===== src/hw/rtl/jpe_pkg.sv =====
`default_nettype none
// ----------------------------------------------------------------------------
// jpe_pkg
// Shared widths, register indexes, datapath opcodes and helpers for the
// Jacobi polynomial evaluator.
// ----------------------------------------------------------------------------
package jpe_pkg;

    localparam int PT_W           = 32;
    localparam int RES_W          = 48;
    localparam int DEG_W          = 5;
    localparam int AB_W           = 4;
    localparam int STEP_W         = 6;
    localparam int CFG_IDX_W      = 2;
    localparam int CFG_DATA_W     = 5;
    localparam int DEF_MAX_DEGREE = 31;
    localparam int DEF_FRAC_BITS  = 30;
    localparam int CHUNK_W        = 16;
    localparam int CHUNKS         = RES_W / CHUNK_W;
    localparam int COEF_W         = 22;

    localparam logic [CFG_IDX_W-1:0] REG_DEGREE = 2'd0;
    localparam logic [CFG_IDX_W-1:0] REG_ALPHA  = 2'd1;
    localparam logic [CFG_IDX_W-1:0] REG_BETA   = 2'd2;
    localparam logic [CFG_IDX_W-1:0] REG_MODE   = 2'd3;

    localparam int OP_W = 4;
    localparam logic [OP_W-1:0] OP_NONE   = 4'd0;
    localparam logic [OP_W-1:0] OP_INIT   = 4'd1;
    localparam logic [OP_W-1:0] OP_COEFA  = 4'd2;
    localparam logic [OP_W-1:0] OP_COEFB  = 4'd3;
    localparam logic [OP_W-1:0] OP_TERM   = 4'd4;
    localparam logic [OP_W-1:0] OP_MUL    = 4'd5;
    localparam logic [OP_W-1:0] OP_SUM    = 4'd6;
    localparam logic [OP_W-1:0] OP_DIV    = 4'd7;
    localparam logic [OP_W-1:0] OP_UPDATE = 4'd8;
    localparam logic [OP_W-1:0] OP_FINAL  = 4'd9;
    localparam logic [OP_W-1:0] OP_LOAD   = 4'd10;

    typedef struct packed {
        logic [OP_W-1:0]   op;
        logic [STEP_W-1:0] step;
    } t_dp_cmd;

    typedef struct packed {
        logic signed [RES_W-1:0] value;
        logic                    ovf;
    } t_sat;

    // (c2 << F) + c3 * x
    function automatic int term_width(input int f);
        int a;
        a = 18 + f;
        return ((a > COEF_W + PT_W + 1) ? a : COEF_W + PT_W + 1) + 1;
    endfunction

    // (t * cur) - (c4 * prev << F)
    function automatic int num_width(input int f);
        int a;
        int b;
        a = term_width(f) + RES_W + 1;
        b = COEF_W + RES_W + 1 + f;
        return ((a > b) ? a : b) + 1;
    endfunction

    function automatic int quot_width(input int f);
        int q;
        q = num_width(f) - f;
        return q + (q % 2);
    endfunction

    function automatic t_sat sat48(input logic signed [127:0] v);
        t_sat r;
        logic signed [127:0] hi;
        logic signed [127:0] lo;
        hi = (128'sd1 <<< (RES_W - 1)) - 128'sd1;
        lo = -hi - 128'sd1;
        if (v > hi) begin
            r.value = hi[RES_W-1:0];
            r.ovf   = 1'b1;
        end else if (v < lo) begin
            r.value = lo[RES_W-1:0];
            r.ovf   = 1'b1;
        end else begin
            r.value = v[RES_W-1:0];
            r.ovf   = 1'b0;
        end
        return r;
    endfunction

endpackage
`default_nettype wire


===== src/hw/rtl/jpe_controller.sv =====
`default_nettype none
// ----------------------------------------------------------------------------
// jpe_controller
// Sequencer for the recurrence: issues one datapath command per cycle and
// counts multiply chunks, divider cycles and recurrence steps.
// ----------------------------------------------------------------------------
module jpe_controller #(
    parameter int FRAC_BITS = jpe_pkg::DEF_FRAC_BITS
) (
    input  logic                       i_clk,
    input  logic                       i_rst_n,
    input  logic                       start,
    input  logic [jpe_pkg::STEP_W-1:0] i_degree,
    input  logic                       i_mode,
    output logic                       busy,
    output logic                       o_valid,
    output jpe_pkg::t_dp_cmd           o_cmd
);
    import jpe_pkg::*;

    localparam int DIV_CYC = quot_width(FRAC_BITS) / 2;
    localparam int CNT_W   = $clog2(DIV_CYC + 1);

    localparam logic [3:0] ST_IDLE  = 4'd0;
    localparam logic [3:0] ST_INIT  = 4'd1;
    localparam logic [3:0] ST_COEFA = 4'd2;
    localparam logic [3:0] ST_COEFB = 4'd3;
    localparam logic [3:0] ST_TERM  = 4'd4;
    localparam logic [3:0] ST_MUL   = 4'd5;
    localparam logic [3:0] ST_SUM   = 4'd6;
    localparam logic [3:0] ST_DIV   = 4'd7;
    localparam logic [3:0] ST_UPD   = 4'd8;
    localparam logic [3:0] ST_FINAL = 4'd9;

    logic [3:0]        r_state, n_state;
    logic [STEP_W-1:0] r_step, n_step;
    logic [STEP_W-1:0] r_m, n_m;
    logic [CNT_W-1:0]  r_cnt, n_cnt;
    logic              r_valid;

    always_comb begin
        n_state    = r_state;
        n_step     = r_step;
        n_m        = r_m;
        n_cnt      = r_cnt;
        o_cmd.op   = OP_NONE;
        o_cmd.step = r_step;
        unique case (r_state)
            ST_IDLE: begin
                if (start) begin
                    o_cmd.op = OP_LOAD;
                    if (i_mode && i_degree != '0) begin
                        n_m = i_degree - STEP_W'(1);
                    end else if (i_mode) begin
                        n_m = '0;
                    end else begin
                        n_m = i_degree;
                    end
                    n_state = ST_INIT;
                end
            end
            ST_INIT: begin
                o_cmd.op   = OP_INIT;
                o_cmd.step = r_m;
                n_step     = STEP_W'(1);
                n_state    = (r_m <= STEP_W'(1)) ? ST_FINAL : ST_COEFA;
            end
            ST_COEFA: begin
                o_cmd.op = OP_COEFA;
                n_state  = ST_COEFB;
            end
            ST_COEFB: begin
                o_cmd.op = OP_COEFB;
                n_state  = ST_TERM;
            end
            ST_TERM: begin
                o_cmd.op = OP_TERM;
                n_cnt    = '0;
                n_state  = ST_MUL;
            end
            ST_MUL: begin
                o_cmd.op = OP_MUL;
                n_cnt    = r_cnt + CNT_W'(1);
                if (r_cnt == CNT_W'(CHUNKS - 1)) begin
                    n_state = ST_SUM;
                end
            end
            ST_SUM: begin
                o_cmd.op = OP_SUM;
                n_cnt    = '0;
                n_state  = ST_DIV;
            end
            ST_DIV: begin
                o_cmd.op = OP_DIV;
                n_cnt    = r_cnt + CNT_W'(1);
                if (r_cnt == CNT_W'(DIV_CYC - 1)) begin
                    n_state = ST_UPD;
                end
            end
            ST_UPD: begin
                o_cmd.op = OP_UPDATE;
                n_step   = r_step + STEP_W'(1);
                n_state  = (n_step == r_m) ? ST_FINAL : ST_COEFA;
            end
            ST_FINAL: begin
                o_cmd.op = OP_FINAL;
                n_state  = ST_IDLE;
            end
            default: begin
                n_state = ST_IDLE;
            end
        endcase
    end

    always_ff @(posedge i_clk) begin
        if (!i_rst_n) begin
            r_state <= ST_IDLE;
            r_step  <= '0;
            r_m     <= '0;
            r_cnt   <= '0;
            r_valid <= 1'b0;
        end else begin
            r_state <= n_state;
            r_step  <= n_step;
            r_m     <= n_m;
            r_cnt   <= n_cnt;
            r_valid <= (r_state == ST_FINAL);
        end
    end

    assign busy    = (r_state != ST_IDLE);
    assign o_valid = r_valid;

    a_valid_idle: assert property (@(posedge i_clk) disable iff (!i_rst_n)
        o_valid |-> r_state == ST_IDLE)
        else $error("result strobe outside idle");
    a_start_busy: assert property (@(posedge i_clk) disable iff (!i_rst_n)
        start && !busy |=> busy)
        else $error("accepted item did not start");
    a_final_valid: assert property (@(posedge i_clk) disable iff (!i_rst_n)
        r_state == ST_FINAL |=> o_valid)
        else $error("final without result strobe");
    a_step_range: assert property (@(posedge i_clk) disable iff (!i_rst_n)
        r_state == ST_UPD |-> r_step < r_m)
        else $error("recurrence step past degree");

endmodule
`default_nettype wire


===== config.mk =====
export PLATFORM = sky130hd
export DESIGN_NAME = jpe_controller
export DESIGN_NICKNAME = d
export VERILOG_FILES = /design/src/hw/rtl/jpe_pkg.sv /design/src/hw/rtl/jpe_controller.sv
export SDC_FILE = /design/constraint.sdc
export NUM_CORES = 1
export LEC_CHECK = 0
export BUFFER_PORTS_ARGS = -buffer_cell sky130_fd_sc_hd__buf_2
export CAP_MARGIN = 20
export CORE_ASPECT_RATIO = 0.7
export CORE_UTILIZATION = 39
export DETAILED_ROUTE_END_ITERATION = 16
export SLEW_MARGIN = 40
export SYNTH_ARGS = -nofsm -noshare
export SYNTH_HDL_FRONTEND = slang
export SYNTH_SLANG_ARGS = --single-unit
export TNS_END_PERCENT = 100

===== constraint.sdc =====
create_clock -name i_clk -period 3.2 [get_ports i_clk]
set_input_delay 0.48 -clock i_clk [delete_from_list [all_inputs] [get_ports i_clk]]
set_output_delay 0.48 -clock i_clk [all_outputs]
set_load 0.01 [all_outputs]

==> metrics.txt, run 1 <==
fin. max-slew vios=0; Initial DRT Pass Iterations=4; Max IR drop VDD=0.1895 mV; Max clock buf depth=2; Logic pwr share=33.3%; Clock Power Share=22.6%; Max transition margin=57.54%; TNS Setup=0 ns; drt drc=0; share of cells above drive strength 1=17.82%; Layout area overhead=12.77%; die height=54.04 um; first-pass GRT wire length=5.388 mm; Worst Setup End Kind=output port; area of the multi-input gates=979.7 sq um; CTS tree=yes; Placer Congestion=0.8683; Vias=1373; # rows=18; RSZ-0062 raised after global routing=no; largest net degree at the start of global routing=20; Hold Startpoint=r_cnt[5]; cts bufs inserted=3; Util after Layout=47.22%; final non-filler cell total=252; # fillers=357; Starting Density=41.87%; Distinct cells, synth=41; HP Class=flop to flop; Worst Skew=0.006301 ns; minimum hold slack=0.5249 ns; Reg clk slew, reported paths=0.08 ns; Final min period=2.386 ns; commonest non-fill, non-tap cell in the layout=dfxtp_1; Sink Count=23; Sw Ratio=35.82%; reg2reg path depth=4; FF-to-FF End=r_state[3]; internal power=0.5191 mW; Layout Nets=219; most frequent cells in the layout=dfxtp_1, buf_2, nand2_1; Final Hold Viols=0; drt wl/cell=13.52 um; worst reg2reg startpoint=r_state[3]; max cap viols=0; reg-to-reg slack, setup=1.08 ns; area of the core=3603 sq um; Reg area=460.4 sq um; Hold Path Stages=2; Synth Warn #=0; post-DR vias/cell=5.448; Die ar.=4126 sq um; total gr overflow=0; Seq/Total Area, Yosys=30.51%; total power=0.8089 mW; Switching Power=0.2898 mW; critical path class=flop to output port; syn nets=199; Post-CTS Hold Buffers=0; WP data required=2.72 ns; Worst Hold End=r_cnt[5]; critical path arrival=1.91 ns; Seq cells post-synth=23; PortBufs=21; status=completed; CP Launch Type=flop; Ant. Diodes=0; initial antenna violation count=0; Flop pwr share=44.1%; # setup viols final=0; number of global-route vias before repair=1174; Die W=76.35 um; average instance area after synthesis=8.246 sq um; Static Leak=0.6490 nW; gr usage total=16.87%; IO Pins=22; # resized after CTS=0; Routed Antenna Nets=0; Synth Cell Area=1509 sq um; Worst-Skew Late Latency=0.27 ns; DP HPWL=2.526 mm; Post-Synthesis Cells=183; root buffer cell=clkbuf_8; Final Cycle Share=74.57%; DR iter-0 viols=111; WL final=3.406 mm; actual slew at the worst max-slew pin=0.6321 ns; f_max=419.1 MHz; H-tree Lvls=1; power density cells=475.4 nW/um^2; placed instance count=248; # Post-CTS Setup Buffers=0; Crit Path Max Fanout=13
-- Yosys cell counts, drive strengths merged --
| cell | number | area (sq um) |
|---|---|---|
| a211o | 1 | 8.760 |
| ha | 6 | 75.07 |
| xor2 | 7 | 61.31 |
| nand2 | 13 | 48.80 |
| a21boi | 7 | 52.55 |
| a211oi | 2 | 20.02 |
| nor4 | 4 | 31.28 |
| inv | 9 | 33.78 |
| or4 | 4 | 30.03 |
| nor2 | 12 | 45.04 |
| nor2b | 6 | 37.54 |
| a21oi | 12 | 60.06 |
| a32oi | 1 | 8.760 |
| or4b | 1 | 10.01 |
| xnor2 | 10 | 87.58 |
| or3 | 4 | 25.02 |
| o21ai | 9 | 45.04 |
| nor3 | 6 | 30.03 |
| nand3b | 3 | 22.52 |
| o311ai | 2 | 17.52 |
| o211ai | 1 | 7.510 |
| nor4b | 1 | 8.760 |
| o31ai | 3 | 22.52 |
| nor3b | 3 | 27.52 |
| nand4 | 3 | 18.77 |
| clkbuf | 4 | 16.26 |
| mux2 | 6 | 67.56 |
| nand4bb | 2 | 22.52 |
| o2111ai | 1 | 8.760 |
| dfxtp | 23 | 460.4 |
| nand3 | 4 | 20.02 |
| and2 | 7 | 43.79 |
| nand2b | 1 | 6.260 |
| buf | 4 | 18.76 |
| a2111oi | 1 | 8.760 |
-- worst max path at each step --
| stage | from | end | cells past startpoint |
|---|---|---|---|
| after floorplan | r_state[0] | o_cmd[0] | 4 |
| after global placement | r_state[2] | o_cmd[7] | 4 |
| after detailed placement | r_state[2] | o_cmd[7] | 4 |
| after CTS | r_state[2] | o_cmd[7] | 4 |
| after global routing | r_state[2] | o_cmd[7] | 4 |
| final | r_state[2] | o_cmd[7] | 4 |
-- cell families (layout without fill, tap and decap cells) --
family,after synthesis,count (layout),share of synthesized area (%)
and+or+nand+nor,74,74,28.36
AOI/OAI and AO/OA,40,40,17.25
DFF,23,23,30.51
xor gates and xnor gates,17,17,9.867
buffers and inverters,17,36,4.559
adders and majority gates,6,6,4.975
muxes,6,6,4.477
-- power by group through the flow --
| stage | Combinational (mW) | Sequential [mW] | Clock, mW |
|---|---|---|---|
| after detailed placement | 0.267 | 0.362 | 0 |
| after CTS | 0.268 | 0.355 | 0.187 |
| after floorplan | 0.208 | 0.336 | 0 |
| final | 0.270 | 0.357 | 0.182 |
| after global routing | 0.297 | 0.362 | 0.205 |
| after global placement | 0.266 | 0.361 | 0 |
-- state kept, by name (all words and copies together) (netlist names) --
name	flops
r_step	6
r_cnt	6
o_valid	1
r_m	6
r_state	4
-- stage by stage --
stage | area (sq um) | setup WS [ns]
6_report | 1702 | 0.8137
5_1_grt | 1702 | 0.6781
4_1_cts | 1702 | 0.8448
3_5_place_dp | 1657 | 1.156
3_3_place_gp | 1657 | 1.194
2_1_floorplan | 1509 | 1.202
-- routing by layer --
| layer | vias up | share of wire (%) | GRT usage, % |
|---|---|---|---|
| met1 | 640 | 52 | 22.11 |
| met4 | 0 | 0.73 | 5.449 |
| met2 | 37 | 43 | 27.33 |
| met3 | 5 | 4.6 | 4.576 |
| li1 | 691 | - | - |
| met5 | - | 0 | 0 |
-- critical path: stages, from the launching register on --
cell and delay, ns:
dfxtp_1 0.43, nor4_1 0.41, nand2_1 0.34, a21boi_0 0.28, buf_2 0.17
-- layout make-up --
class | count | share of cell area [%]
clock buffers | 4 | 2.647
inverters | 9 | 1.985
multi-input cells | 143 | 57.57
well taps | 50 | 3.676
repair buffers | 23 | 7.059
flip-flops and latches | 23 | 27.06
Note: power is estimated with default switching activity, not from simulation.
==> run 2: changes to the inputs <==
- clock period: 3.2 -> 2.45 ns (I/O delays scaled with it)
==> metrics.txt, run 2 (same netlist as run 1, synthesis figures left out) <==
number of global-route vias before repair=1177 (was 1174); Final min period=2.224 ns; CP Launch Type=flop (unchanged); Sink Count=23 (unchanged); placed instance count=249 (was 248); CTS tree=yes (unchanged); # setup viols final=0 (unchanged); initial antenna violation count=0 (unchanged); Static Leak=0.6536 nW (was 0.6490 nW); Layout Nets=220 (was 219); commonest non-fill, non-tap cell in the layout=dfxtp_1 (unchanged); DP HPWL=2.611 mm (was 2.526 mm); # rows=18 (unchanged); gr usage total=16.86% (was 16.87%); post-DR vias/cell=5.399 (was 5.448); # Post-CTS Setup Buffers=0 (unchanged); Max transition margin=57.74% (was 57.54%); Worst path slowest cell=dfxtp_1 (unchanged); critical path arrival=1.86 ns (was 1.91 ns); Post-CTS Hold Buffers=0 (unchanged); PortBufs=21 (unchanged); TNS Setup=0 ns (unchanged); Die ar.=4126 sq um (unchanged); Worst Skew=0.005810 ns (was 0.006301 ns); most frequent cells in the layout=dfxtp_1, buf_2, nand2_1 (unchanged); Crit Path Max Fanout=9 (was 13); Layout area overhead=13.27% (was 12.77%); RSZ-0062 raised after global routing=no (unchanged); Final Hold Viols=0 (unchanged); drt drc=0 (unchanged); first-pass GRT wire length=5.430 mm (was 5.388 mm); WP data required=2.08 ns (was 2.72 ns); WL final=3.388 mm (was 3.406 mm); status=completed (unchanged); Max clock buf depth=2 (unchanged); die height=54.04 um (unchanged); Initial DRT Pass Iterations=4 (unchanged); root buffer cell=clkbuf_8 (unchanged); fin. max-slew vios=0 (unchanged); drt wl/cell=13.39 um (was 13.52 um); total gr overflow=0 (unchanged); # fillers=356 (was 357); Vias=1366 (was 1373); share of cells above drive strength 1=18.23% (was 17.82%); max cap viols=0 (unchanged); Placer Congestion=0.8071 (was 0.8683); cts bufs inserted=3 (unchanged); crit-path max cell delay=0.50 ns (was 0.43 ns); total power=1.061 mW (was 0.8089 mW); f_max=449.7 MHz; critical path class=flop to output port (unchanged); Routed Antenna Nets=0 (unchanged); H-tree Lvls=1 (unchanged); Die W=76.35 um (unchanged); largest net degree at the start of global routing=20 (unchanged); final non-filler cell total=253 (was 252); Starting Density=41.87% (unchanged); DR iter-0 viols=83 (was 111); Reg clk slew, reported paths=0.08 ns (about the same); Worst Setup End Kind=output port (unchanged); Max IR drop VDD=0.2667 mV (was 0.1895 mV); power density cells=620.6 nW/um^2 (was 475.4 nW/um^2); HP Class=primary input to flop (was flop to flop); actual slew at the worst max-slew pin=0.6290 ns (was 0.6321 ns); Final Cycle Share=90.76%; area of the core=3603 sq um (unchanged); Worst-Skew Late Latency=0.26 ns (was 0.27 ns); biggest regs=r_cnt: 6 flops, r_m: 6 flops, r_step: 6 flops (unchanged); Ant. Diodes=0 (unchanged); IO Pins=22 (unchanged); crit-path cells=inv_2 -> nor4_2 -> buf_4 -> mux2_2 -> buf_2 (was nor4_1 -> nand2_1 -> a21boi_0 -> buf_2); # resized after CTS=0 (unchanged)
-- run 2: stage by stage --
stage | cell area [sq um] | hold slack, ns | worst slack [ns] | utilization [%]
floorplan | 1509 | 0.4664 | 0.5645 | -
global placement | 1664 | 0.4952 | 0.5092 | 46.18
detailed placement | 1664 | 0.4959 | 0.4251 | 46.18
CTS | 1709 | 0.4953 | 0.2437 | 47.43
global route | 1709 | 0.5279 | 0.1498 | 47.43
finish | 1709 | 0.4909 | 0.2265 | 47.43
-- run 2: cell type report --
class / count / area, sq um / area share (%)
Inverter: 9 / 33.78 / 1.977
Clock buffer: 4 / 45.04 / 2.635
Timing Repair Buffer: 24 / 127.6 / 7.467
Sequential cell: 23 / 460.4 / 26.94
Tap cell: 50 / 62.56 / 3.660
Multi-Input combinational cell: 143 / 979.7 / 57.32
-- run 2: final timing paths --
path         cells past startpoint    endpoint        from  slack [ns]
min reg2reg                      2    r_cnt[5]    r_cnt[5]        0.52
min                              3     o_valid     i_rst_n        0.49
max reg2reg                      4  r_state[3]  r_state[3]        0.42
max                              5    o_cmd[4]  r_state[0]        0.23
-- run 2: power by group --
part / internal (mW) / leakage, nW / switching (mW)
clock network: 0.116 / 0.0228 / 0.118
registers: 0.405 / 0.187 / 0.0623
logic: 0.163 / 0.444 / 0.196
-- run 2: critical path, delay by kind of cell (launching register included) --
family | cells | cell delay [ns]
buffers and inverters | 3 | 0.52
DFF | 1 | 0.50
and+or+nand+nor | 1 | 0.23
muxes | 1 | 0.35
-- run 2: metal layers --
metal	global-route usage (%)	routed length, um
met1	23.39	1734
met2	26.88	1436
met3	4.576	218
met4	2.244	0
met5	0	0
==> run 3: changes to the inputs <==
- CORE_MARGIN: unset -> 2
- GPL_ROUTABILITY_DRIVEN: unset -> 0
==> metrics.txt, run 3 (same netlist as run 1, synthesis figures left out) <==
drt wl/cell=14.02 um (was 13.39 um); HP Class=primary input to flop (unchanged); CP Launch Type=flop (unchanged); H-tree Lvls=1 (unchanged); Final min period=2.235 ns (was 2.224 ns); RSZ-0062 raised after global routing=no (unchanged); final instance area=1710 sq um (was 1709 sq um); initial antenna violation count=0 (unchanged); Worst-Skew Late Latency=0.26 ns (about the same); Routed Antenna Nets=0 (unchanged); Hold Startpoint=i_rst_n (unchanged); cts bufs inserted=3 (unchanged); Ant. Diodes=0 (unchanged); Final Hold Viols=0 (unchanged); drt drc=0 (unchanged); # setup viols final=0 (unchanged); IO Pins=22 (unchanged); biggest regs=r_cnt: 6 flops, r_m: 6 flops, r_step: 6 flops (unchanged); Sw Ratio=35.71% (was 35.54%); gr usage total=16.42% (was 16.86%); worst reg2reg startpoint=r_state[3] (unchanged); power density cells=619.6 nW/um^2 (was 620.6 nW/um^2); Vias=1380 (was 1366); status=completed (unchanged); Static Leak=0.6563 nW (was 0.6536 nW); # Post-CTS Setup Buffers=0 (unchanged); root buffer cell=clkbuf_8 (unchanged); Max clock buf depth=2 (unchanged); number of global-route vias before repair=1232 (was 1177); most frequent cells in the layout=dfxtp_1, buf_2, nand2_1 (unchanged); Initial DRT Pass Iterations=4 (unchanged); Max transition margin=62.33% (was 57.74%); Crit Path Max Fanout=9 (unchanged); share of cells above drive strength 1=18.72% (was 18.23%); final non-filler cell total=253 (unchanged); Logic pwr share=33.6% (was 33.9%); reg2reg path depth=4 (unchanged); DP HPWL=2.676 mm (was 2.611 mm); Max IR drop VDD=0.2638 mV (was 0.2667 mV); critical path class=flop to output port (unchanged); Reg clk slew, reported paths=0.08 ns (about the same); DR iter-0 viols=79 (was 83); # rows=18 (unchanged); # resized after CTS=0 (unchanged); Post-CTS Hold Buffers=0 (unchanged); # fillers=375 (was 356); Worst Hold End=o_valid (unchanged); first-pass GRT wire length=5.754 mm (was 5.430 mm); Starting Density=41.87% (unchanged); largest net degree at the start of global routing=20 (unchanged); commonest non-fill, non-tap cell in the layout=dfxtp_1 (unchanged); placed instance count=249 (unchanged); dpl cell area=1664 sq um (unchanged); actual slew at the worst max-slew pin=0.5607 ns (was 0.6290 ns); Clock Power Share=22.2% (was 22.1%); Die ar.=4390 sq um (was 4126 sq um); CTS tree=yes (unchanged); FF-to-FF End=r_state[3] (unchanged); f_max=447.4 MHz (was 449.7 MHz); Final Cycle Share=91.23% (was 90.76%); Sink Count=23 (unchanged); max cap viols=0 (unchanged); Layout area overhead=13.35% (was 13.27%); Switching Power=0.3784 mW (was 0.3769 mW); Worst Setup End Kind=output port (unchanged); Reg area=460.4 sq um (unchanged); area of the core=3603 sq um (unchanged); reg-to-reg slack, setup=0.34 ns (was 0.42 ns); Flop pwr share=44.2% (was 44.1%); die height=56.04 um (was 54.04 um); area of the multi-input gates=979.7 sq um (unchanged); total gr overflow=0 (unchanged); fin. max-slew vios=0 (unchanged); WL final=3.547 mm (was 3.388 mm); Layout Nets=220 (unchanged); internal power=0.6813 mW (was 0.6837 mW); TNS Setup=0 ns (unchanged); PortBufs=21 (unchanged); Hold Path Stages=3 (unchanged); Die W=78.35 um (was 76.35 um); WP data required=2.08 ns (about the same); Worst Skew=0.001278 ns (was 0.005810 ns); critical path arrival=1.87 ns (was 1.86 ns); post-DR vias/cell=5.455 (was 5.399)
[run 3: changes by cell type in the layout (fill, tap and decap cells not counted)]
cell,change
clkbuf_1,-1
clkinv_2,+1
[run 3: worst max-delay path by stage]
| stage | slack (ns) | to | start | cells past startpoint |
|---|---|---|---|---|
| 2_1_floorplan | 0.56 | o_cmd[0] | r_state[0] | 4 |
| 3_3_place_gp | 0.48 | r_state[3] | r_state[3] | 4 |
| 3_5_place_dp | 0.39 | r_state[3] | r_state[3] | 4 |
| 4_1_cts | 0.20 | o_cmd[5] | r_state[0] | 5 |
| 5_1_grt | 0.09 | o_cmd[2] | r_state[0] | 5 |
| 6_report | 0.21 | o_cmd[5] | r_state[0] | 5 |
[run 3: power by group through the flow]
stage / Clock (mW) / Sequential, mW / Combinational (mW)
6_report: 0.235 / 0.468 / 0.357
5_1_grt: 0.261 / 0.476 / 0.398
4_1_cts: 0.247 / 0.467 / 0.357
3_5_place_dp: 0 / 0.475 / 0.355
3_3_place_gp: 0 / 0.472 / 0.350
2_1_floorplan: 0 / 0.439 / 0.271
[run 3: critical path: stages (launching register included)]
cell     delay [ns]
dfxtp_1        0.51
inv_2          0.16
nor4_2         0.23
buf_4          0.22
mux2_2         0.35
buf_2          0.14
[run 3: final cells by class]
| cell class | instances | area share (%) |
|---|---|---|
| Tap cell | 50 | 3.658 |
| Inverter | 9 | 1.975 |
| Sequential cell | 23 | 26.92 |
| Clock buffer | 3 | 2.414 |
| Multi-Input combinational cell | 143 | 57.28 |
| Clock inverter | 1 | 0.2926 |
| Timing Repair Buffer | 24 | 7.462 |
[run 3: per-stage QoR]
| step | total power [mW] | setup slack [ns] | utilization (%) | hold slack, ns |
|---|---|---|---|---|
| after global placement | 0.8215 | 0.4775 | 46.18 | 0.4920 |
| after global routing | 1.135 | 0.08519 | 47.47 | 0.5067 |
| final | 1.060 | 0.2149 | 47.47 | 0.4986 |
| after CTS | 1.072 | 0.2003 | 47.47 | 0.4849 |
| after floorplan | 0.7101 | 0.5645 | - | 0.4664 |
| after detailed placement | 0.8300 | 0.3904 | 46.18 | 0.5127 |
[run 3: metal layers]
| metal | vias to the layer above | routed length, um | GRT usage (%) |
|---|---|---|---|
| met1 | 642 | 1738 | 23.76 |
| li1 | 695 | - | - |
| met4 | 0 | 23 | 4.010 |
| met2 | 41 | 1541 | 24.14 |
| met3 | 2 | 243 | 4.383 |
| met5 | - | 0 | 0 |
